`config.mk`:
```
export PLATFORM = sky130hd
export DESIGN_NAME = tcvt_ctrl
export DESIGN_NICKNAME = d
export VERILOG_FILES = /design/src/design/tcvt_pkg.sv /design/src/design/tcvt_ctrl.sv
export VERILOG_INCLUDE_DIRS = /design/src /design/src/design
export SDC_FILE = /design/constraint.sdc
export NUM_CORES = 1
export LEC_CHECK = 0
export BUFFER_PORTS_ARGS = -buffer_cell sky130_fd_sc_hd__clkbuf_2
export CAP_MARGIN = 20
export CORE_MARGIN = 1
export CORE_UTILIZATION = 30
export CTS_BUF_LIST = sky130_fd_sc_hd__clkbuf_8 sky130_fd_sc_hd__clkbuf_16
export DETAILED_ROUTE_END_ITERATION = 12
export PLACE_DENSITY_LB_ADDON = 0.25
export SYNTH_ARGS = -nofsm -noshare
export SYNTH_HDL_FRONTEND = slang
export SYNTH_SLANG_ARGS = --single-unit
```
`constraint.sdc`:
```
create_clock -name clk -period 2.05 [get_ports clk]
set_input_delay 0.1025 -clock clk [delete_from_list [all_inputs] [get_ports clk]]
set_output_delay 0.1025 -clock clk [all_outputs]
set_load 0.02 [all_outputs]
```
`src/design/assert_macros.svh`:
```
// Assertion macros used by the tracker controller.
// Depends on nothing.
`ifndef ASSERT_MACROS_SVH
`define ASSERT_MACROS_SVH
// Implication checked at every rising clock edge outside reset.
`define ASSERT_IMPL(label, clk, rst_n, ante, cons) \
    label: assert property (@(posedge clk) disable iff (!rst_n) (ante) |-> (cons)) \
        else $error("assertion failed");
// Next-cycle implication outside reset.
`define ASSERT_NEXT(label, clk, rst_n, ante, cons) \
    label: assert property (@(posedge clk) disable iff (!rst_n) (ante) |=> (cons)) \
        else $error("assertion failed");
`endif

```
`src/design/tcvt_pkg.sv`:
```
`timescale 1ns / 1ps
// Shared types and constants of the tag velocity tracker.
// Depends on nothing.
package tcvt_pkg;
    localparam int POS_W = 32;
    localparam int DP_W  = 33;
    localparam int NUM_W = 49;   // dp * 2^16
    localparam int SUM_W = 34;
    localparam logic REQ_SAMPLE = 1'b0;
    localparam logic REQ_QUERY  = 1'b1;

    typedef enum logic [3:0] {
        ST_CLEAR, ST_IDLE, ST_SAMPLE, ST_RD_OLD, ST_RD_NEW,
        ST_DIV_START, ST_DIV_RUN, ST_DIV_NEXT, ST_OUT
    } state_t;

    typedef struct packed {
        logic clear_meta;   // zero one per-tag counter entry
        logic load_in;      // capture input word
        logic sample_wr;    // update sums, commit on corner 3
        logic rd_old;       // read oldest slot
        logic rd_new;       // read newest slot
        logic latch_old;    // capture oldest read data
        logic latch_new;    // form dx, dy, dz and dt from newest read data
        logic div_start;    // start division on current axis
        logic div_step;     // one quotient bit
        logic div_store;    // store quotient, advance axis
        logic clear_res;    // zero velocity fields
    } cmd_t;

    typedef struct packed {
        logic        clear_done;  // last counter entry being cleared
        logic        is_query;
        logic        tag_ok;
        logic        enough;      // at least two samples
        logic        dt_zero;
        logic        div_done;
        logic        last_axis;
    } sts_t;
endpackage

```
`src/design/tcvt_ctrl.sv`:
```
`timescale 1ns / 1ps
// Controller state machine of the tag velocity tracker.
// Depends on tcvt_pkg and assert_macros.svh.
`include "assert_macros.svh"
module tcvt_ctrl (
    input  logic            clk,
    input  logic            rst_n,
    input  logic            in_fire,
    input  logic            out_fire,
    input  tcvt_pkg::sts_t  sts,
    output tcvt_pkg::cmd_t  cmd,
    output logic            in_ready,
    output logic            out_valid
);
    import tcvt_pkg::*;

    state_t state_reg, state_next;

    always_ff @(posedge clk or negedge rst_n)
    begin
        if (!rst_n)
        begin
            state_reg <= ST_CLEAR;
        end
        else
        begin
            state_reg <= state_next;
        end
    end

    always_comb
    begin
        state_next = state_reg;
        unique case (state_reg)
            ST_CLEAR:
            begin
                if (sts.clear_done)
                begin
                    state_next = ST_IDLE;
                end
            end
            ST_IDLE:
            begin
                if (in_fire)
                begin
                    state_next = ST_SAMPLE;
                end
            end
            ST_SAMPLE:
            begin
                if (!sts.is_query)
                begin
                    state_next = ST_IDLE;
                end
                else if (!sts.tag_ok)
                begin
                    state_next = ST_IDLE;
                end
                else if (!sts.enough)
                begin
                    state_next = ST_OUT;
                end
                else
                begin
                    state_next = ST_RD_OLD;
                end
            end
            ST_RD_OLD:    state_next = ST_RD_NEW;
            ST_RD_NEW:    state_next = ST_DIV_START;
            ST_DIV_START:
            begin
                state_next = sts.dt_zero ? ST_OUT : ST_DIV_RUN;
            end
            ST_DIV_RUN:
            begin
                if (sts.div_done)
                begin
                    state_next = ST_DIV_NEXT;
                end
            end
            ST_DIV_NEXT:
            begin
                state_next = sts.last_axis ? ST_OUT : ST_DIV_START;
            end
            ST_OUT:
            begin
                if (out_fire)
                begin
                    state_next = ST_IDLE;
                end
            end
            default:      state_next = ST_IDLE;
        endcase
    end

    always_comb
    begin
        cmd       = '0;
        in_ready  = 1'b0;
        out_valid = 1'b0;
        unique case (state_reg)
            ST_CLEAR:     cmd.clear_meta = 1'b1;
            ST_IDLE:
            begin
                in_ready    = 1'b1;
                cmd.load_in = 1'b1;
            end
            ST_SAMPLE:
            begin
                cmd.sample_wr = !sts.is_query;
                cmd.rd_old    = sts.is_query;
                cmd.clear_res = 1'b1;
            end
            ST_RD_OLD:
            begin
                cmd.rd_new    = 1'b1;
                cmd.latch_old = 1'b1;
            end
            ST_RD_NEW:    cmd.latch_new  = 1'b1;
            ST_DIV_START: cmd.div_start  = !sts.dt_zero;
            ST_DIV_RUN:   cmd.div_step   = 1'b1;
            ST_DIV_NEXT:  cmd.div_store  = 1'b1;
            ST_OUT:       out_valid      = 1'b1;
            default:      cmd            = '0;
        endcase
    end

    `ASSERT_IMPL(a_ready_idle, clk, rst_n, in_ready, !out_valid)
    `ASSERT_NEXT(a_out_held, clk, rst_n, out_valid && !out_fire, out_valid)
    `ASSERT_NEXT(a_done_idle, clk, rst_n, out_fire, in_ready)
endmodule

```
Yosys cells after proc, flatten, opt, wreduce, memory -nomap -nowiden:

Cells that the tools add are included.

* add/subtract/negate cells: 0
* multiply operators: 0
* divide/modulo/power cells: 0
* magnitude comparators: 0
* eq/ne operators: 12
* shifts and indexed selects: 0
* mux-type cells: 20
* bitwise logic cells: 0
* reduce and logical (&&, ||, !) cells: 4

Operators with widths (count)
* $mux W4: 9
* $pmux W4 S9: 1
* $eq A4 B3 Y1 const B: 4
* $eq A4 B2 Y1 const B: 2
* $mux W1: 8
* $ne A2 B2 Y1 const B: 4
* $eq A4 B1 Y1 const B: 1
* $eq A4 B4 Y1 const B: 1
* $logic_not A4 Y1: 1
* $mux W2: 2
* $reduce_and A4 Y1: 1
* $logic_not A1 Y1: 2

* bits in registers: 4
* bits in latches: 0
* memory bits (writable): 0
* ROM bits: 0
* input port bits: 11
* output and inout port bits: 13
* memories kept: 0

Logic depth before layout (Yosys ltp):

Gate-level depths: netlist of run 1.

* word-level depth: 4
* gate-level depth with buffers: 5
* gate-level depth less buffers: 4

Least setup slack after synthesis of run 1:

No wires, ideal clock.

* kind: register -> output
* start point: register state_reg[2]
* end point: output port cmd[10] (netlist name)
* data arrival time: 1274 ps
* required time: 1947 ps
* slack: 673 ps
* stages on the path, launching flop included: 3
* path buffers: 1
* cell sequence: dfrtp_1 buf_6 nor4_1

RTL lines
* from (decl): line tcvt_ctrl.sv:17 `state_t state_reg, state_next;`
* from (signal assigned): line tcvt_ctrl.sv:27 `state_reg <= state_next;`
* to (decl): line tcvt_ctrl.sv:11 `output tcvt_pkg::cmd_t cmd,`

==> results of run 1 <==
through the flow:
step	setup slack (ps)	utilization (%)	cell area [sq um]
after global routing	294.9	43.49	573.1
after floorplan	673.2	-	429.2
after CTS	449.0	43.49	573.1
final	428.2	43.49	573.1
after detailed placement	534.3	39.60	521.8
after global placement	550.8	39.60	521.8
critical path, delay by kind of cell (launching register included):
family / cells / cell delay, ps
simple gates: 2 / 510
buf+inv: 1 / 160
flops: 1 / 630
worst max-delay path by stage:
stage	start	end
5_1_grt	state_reg[1]	cmd[0]
4_1_cts	state_reg[1]	cmd[7]
2_1_floorplan	state_reg[2]	cmd[10]
6_report	state_reg[1]	cmd[7]
3_3_place_gp	state_reg[2]	state_reg[0]
3_5_place_dp	state_reg[1]	state_reg[1]
power breakdown:
| group | switching (W) | leakage [nW] | internal [W] |
|---|---|---|---|
| logic | 0.000231 | 0.217 | 0.000188 |
| clock network | 0.0000389 | 0.0216 | 0.000125 |
| registers | 0.000112 | 0.0516 | 0.000108 |
| total | 0.000382 | 0.291 | 0.000421 |
kinds of logic after synthesis:
| group | after synthesis | synth area share [%] |
|---|---|---|
| simple gates | 27 | 38.48 |
| compound gates | 13 | 21.28 |
| buf+inv | 9 | 12.24 |
| flops | 4 | 23.32 |
| mux | 2 | 4.665 |
metal layers:
metal | up-vias | part of all wire [%] | wire length [um] | track usage [%]
met5 | - | 0 | 0 | 0
met4 | 0 | 1.6 | 16 | 10.34
met3 | 2 | 3.6 | 37 | 1.705
met2 | 14 | 48 | 491 | 22.54
met1 | 208 | 47 | 481 | 18.98
li1 | 239 | - | - | -
synth_stat cells:
cell type,number
a21o_1,1
nor2b_1,3
buf_4,2
o21ai_1,2
nand2_1,4
buf_2,3
nand3b_1,1
a2bb2oi_1,1
nand2b_1,2
and3_1,3
nor3_2,1
a31oi_1,1
nand3_1,2
a21oi_1,4
inv_1,2
mux2i_1,2
o21ai_0,1
buf_6,1
a41o_1,1
a221oi_2,1
inv_2,1
nor4_1,2
nor2_1,4
a22o_1,1
nor3_1,3
nor4b_4,1
dfrtp_1,4
nor2_2,1
cell type report:
| cell class | instances | area [sq um] |
|---|---|---|
| timing repair buffer | 24 | 125.1 |
| inverter | 3 | 11.26 |
| clock buffer | 3 | 41.29 |
| sequential | 4 | 100.1 |
| multi-input combinational | 42 | 276.5 |
| fill | 145 | 744.5 |
| tap | 15 | 18.77 |
what timing repair did:
item | CTS | global route
hold buffers | 1 | 0
gates resized for setup | 0 | 0
endpoints found under the hold margin | 4 | 0
placed cells by master (no fill, tap or decap), types with 2 or more instances in the layout:
cell type / netlist / routed
inv_1: 2 / 2
mux2i_1: 2 / 2
clkbuf_2: 0 / 23
nor4_1: 2 / 2
o21ai_1: 2 / 2
nand2_1: 4 / 4
clkbuf_8: 0 / 3
and3_1: 3 / 3
nand3_1: 2 / 2
dfrtp_1: 4 / 4
nor2b_1: 3 / 3
nor2_1: 4 / 4
nor3_1: 3 / 3
nand2b_1: 2 / 2
a21oi_1: 4 / 4
==> summary.md, run 1 <==
| Metric | Value |
|---|---|
| Initial antenna violation count | 0 |
| Period utilization | 79.11% |
| Final nets | 89 |
| Drt pass-1 iters | 3 |
| Crit start category | flop |
| FF+latch count, synth | 4 |
| Clk buf depth | 2 |
| Largest net degree at the start of global routing | 15 |
| Routed WL per cell | 11.27 um |
| Unrepaired setup endpoints after global routing | no |
| FF-to-FF setup slack | 520 ps |
| Yosys cell types | 28 |
| Non-Filler Instances | 91 |
| CORE AREA | 1318 sq um |
| Initial DRC Count | 9 |
| Final Max Slew Viols | 0 |
| Worst EP arrival | 1520 ps |
| Leak | 0.2906 nW |
| Worst R2R End | state_reg[1] |
| Top-area cell type share of the netlist area | 23.32% |
| # DRC | 0 |
| Hold_sp | sts[3] |
| Max reg flops | 4 |
| Final Power | 0.0008025 W |
| I/O Buffers | 23 |
| Placed Cells | 87 |
| CP required | 1950 ps |
| Max Fanout on Critical Path | 13 |
| FF-to-FF Start | state_reg[1] |
| CP Capture Type | primary output |
| Hold Path Sink | state_reg[3] |
| Ys Warns | 0 |
| Max incr delay on CP | 630 ps |
| Slowest cell on the critical path | dfrtp_1 |
| GRT overflow | 0 |
| Critical path class | flop to primary output |
| CTS tree | yes |
| Die Wd | 39.82 um |
| Register area share after synthesis | 23.32% |
| N_diodes | 0 |
| Num CTS Buffers | 3 |
| Root Buffer | clkbuf_8 |
| Clock Sinks | 4 |
| Antenna-violating nets left | 0 |
| Worst slew margin | 66.00% |
| Cell count after synthesis | 55 |
| Netlist Area Pre-Place | 429.2 sq um |
| Final wirelength | 1.026 mm |
| Area Growth Syn to Fin | 33.53% |
| Layout Skew | 0.3307 ps |
| Crit path cell chain | nor2b_1 -> and3_1 -> clkbuf_2 |
| Ranking of synthesized cells by area | dfrtp_1 23%, nor4b_4 5.5%, a21oi_1 4.7% |
| DIE AREA | 1586 sq um |
| Die height | 39.82 um |
| Dpl hpwl | 764.8 um |
| Setup TNS | 0 ps |
| Total GRT Usage | 14.81% |
| First-pass GRT wire length | 1.518 mm |
| Status | completed |
| Leading area contributor after synthesis | dfrtp_1 |
| H-tree depth | 1 |
| Row count | 13 |
| Hold depth | 2 |
| Clk_lat worst skew | 210 ps |
| Final hold slack | 103.4 ps |
| Max Fclk | 616.6 MHz |
| Vias | 463 |
| Worst hold path type | primary input to flop |
| Pwr Density | 1400 nW/um^2 |
| Max_cap viols | 0 |
| Vias in the first global route | 354 |
| Worst-margin pin slew | 510.1 ps |
| Initial Util | 32.57% |
| Share of layout cells above drive strength 1 | 40.79% |
| Maximum VDD drop | 724.2 uV |
| Syn_area_per_cell | 7.803 sq um |
| Number of vias per cell | 5.088 |
| Clock Pin Slew Worst Setup and Hold Paths | 30 ps |
| Final min period | 1622 ps |
| Post-synthesis net count | 66 |
| IO Pins | 24 |
| GP Congestion | 0.7433 |
| FF-to-FF path depth | 4 |
| Post-CTS setup buffers | 0 |
| Final setup fails | 0 |
| Final Hold Viols | 0 |
(Power assumes the default switching activity.)
==> run 2: changes to the inputs <==
==> constraint.sdc (replaced) <==
create_clock -name clk -period 1.5 [get_ports clk]
set_input_delay 0.075 -clock clk [delete_from_list [all_inputs] [get_ports clk]]
set_output_delay 0.075 -clock clk [all_outputs]
set_load 0.02 [all_outputs]
==> run 2 against run 1 <==
Utilization is 6.4 points higher; via count rose by 16%; critical path type unchanged; first-iteration DRC count grew 89%; die area stayed put; clock-buffer cell count did not move; combinational power increased by 95%; critical path depth stayed put; worst hold slack worse by 29 ps; wire length is 19% higher; register-to-register slack got worse by 340 ps.
==> summary.md, run 2 (synthesis gave the netlist of run 1 again) <==
| Metric | Value |
|---|---|
| Num CTS Buffers | 3 |
| Critical path class | flop to primary output |
| Largest net degree at the start of global routing | 11 |
| Switching share of total power | 44.78% |
| Total GRT Usage | 18.41% |
| Layout Skew | 5.770 ps |
| Maximum VDD drop | 1059 uV |
| First-pass GRT wire length | 1.911 mm |
| Worst R2R End | state_reg[1] |
| Vias | 539 |
| Worst hold path type | primary input to flop |
| Non-Filler Instances | 102 |
| Placed Cells | 94 |
| I/O Buffers | 23 |
| Clock Pin Slew Worst Setup and Hold Paths | 30 ps |
| FF-to-FF setup slack | 180 ps |
| Clock Power Share | 17.8% |
| Met3 GRT Util | 5.114% |
| Initial DRC Count | 17 |
| P_int | 0.0006959 W |
| Initial antenna violation count | 0 |
| Final Max Slew Viols | 0 |
| N_diodes | 0 |
| Max reg flops | 4 |
| Unrepaired setup endpoints after global routing | no |
| Root Buffer | clkbuf_8 |
| Antenna-violating nets left | 0 |
| Final nets | 100 |
| Share of layout cells above drive strength 1 | 49.43% |
| Setup TNS | 0 ps |
| IO Pins | 24 |
| Commonest non-fill, non-tap cell in the layout | clkbuf_2 |
| CTS tree | yes |
| Clk buf depth | 2 |
| CORE AREA | 1318 sq um |
| Multi-input gate area | 276.5 sq um |
| Register share of total power | 17.4% |
| Max Fanout on Critical Path | 9 |
| Number of vias per cell | 5.284 |
| H-tree depth | 1 |
| Met1 Resource Use GR | 22.56% |
| Psw | 0.0005643 W |
| Row count | 13 |
| Period utilization | 95.66% |
| GRT Max-Usage Layer | met2 |
| FF-to-FF Start | state_reg[1] |
| Max_cap viols | 0 |
| Pwr Density | 1919 nW/um^2 |
| Commonest non-fill, non-tap cells in the layout | 22 x clkbuf_2, 11 x buf_4, 4 x nor2_1, 4 x a21oi_1, 4 x nand2_1 |
| Fill count | 131 |
| CP Capture Type | primary output |
| Drt pass-1 iters | 4 |
| GP Congestion | 0.8137 |
| Initial Util | 32.57% |
| Status | completed |
| FF-to-FF path depth | 4 |
| Final min period | 1435 ps |
| Vias in the first global route | 447 |
| Register Area | 101.3 sq um |
| Hold depth | 2 |
| DIE AREA | 1586 sq um |
| Clk_lat worst skew | 220 ps |
| Met2 usage | 29.51% |
| Leak | 0.3464 nW |
| Max Fclk | 696.9 MHz |
| Final Hold Viols | 0 |
| Crit start category | flop |
| Hold Path Sink | state_reg[3] |
| Final wirelength | 1.219 mm |
| Worst-margin pin slew | 272.0 ps |
| Area Growth Syn to Fin | 53.06% |
| Routed WL per cell | 11.95 um |
| CP required | 1420 ps |
| Die Wd | 39.82 um |
| Die height | 39.82 um |
| Worst slew margin | 81.73% |
| Dpl hpwl | 949.8 um |
| Clock Sinks | 4 |
| Hold_sp | sts[3] |
| Combinational power share | 64.8% |
| GRT overflow | 0 |
| # DRC | 0 |
| Worst EP arrival | 1360 ps |
| Final setup fails | 0 |
==> run 2: critical path, stage by stage, from the launching register on <==
cell,delay (ps)
dfrtp_2,450
buf_4,180
nor4b_4,300
clkbuf_2,210
==> run 2: worst max path at each step <==
stage,end,slack [ps],startpoint,cells past startpoint
after floorplan,cmd[10],150,state_reg[2],2
after global placement,state_reg[1],180,state_reg[2],4
after detailed placement,state_reg[1],170,state_reg[1],4
after CTS,out_valid,0.5,state_reg[2],3
after global routing,out_valid,10,state_reg[2],3
final,out_valid,70,state_reg[2],3
==> run 2: final cells by class <==
cell class	count	share of cell area, %
Clock buffer	3	6.286
Inverter	3	1.714
Multi-Input combinational cell	42	42.10
Sequential cell	4	15.43
Tap cell	15	2.857
Timing Repair Buffer	35	31.62
==> run 2: power groups by stage <==
stage	Clock (W)	Sequential, W	Combinational [W]
6_report	0.000224	0.000219	0.000817
5_1_grt	0.000240	0.000223	0.000894
4_1_cts	0.000231	0.000219	0.000762
3_5_place_dp	0	0.000220	0.000758
3_3_place_gp	0	0.000215	0.000757
2_1_floorplan	0	0.000179	0.000589
==> run 2: metrics by stage <==
step	setup slack, ps	total power (W)	util [%]	area (sq um)	hold WS [ps]
5_1_grt	13.26	0.001357	49.86	656.9	91.15
2_1_floorplan	150.7	0.0007685	-	429.2	-220.6
3_5_place_dp	172.4	0.0009777	43.59	574.3	-114.2
6_report	65.10	0.001260	49.86	656.9	73.93
4_1_cts	0.5305	0.001211	47.48	625.6	74.89
3_3_place_gp	176.5	0.0009722	43.59	574.3	-116.0
==> run 2: metal layers <==
layer | wire [um] | up-vias
li1 | - | 262
met1 | 536 | 248
met2 | 607 | 26
met3 | 65 | 3
met4 | 10 | 0
met5 | 0 | -
==> run 2: what timing repair did <==
item / in CTS / in global routing
setup endpoints to repair: 0 / 5
gates resized for setup: 0 / 2
hold endpoints to repair: 4 / 0
hold buffers: 1 / 0
buffers inserted: 0 / 4
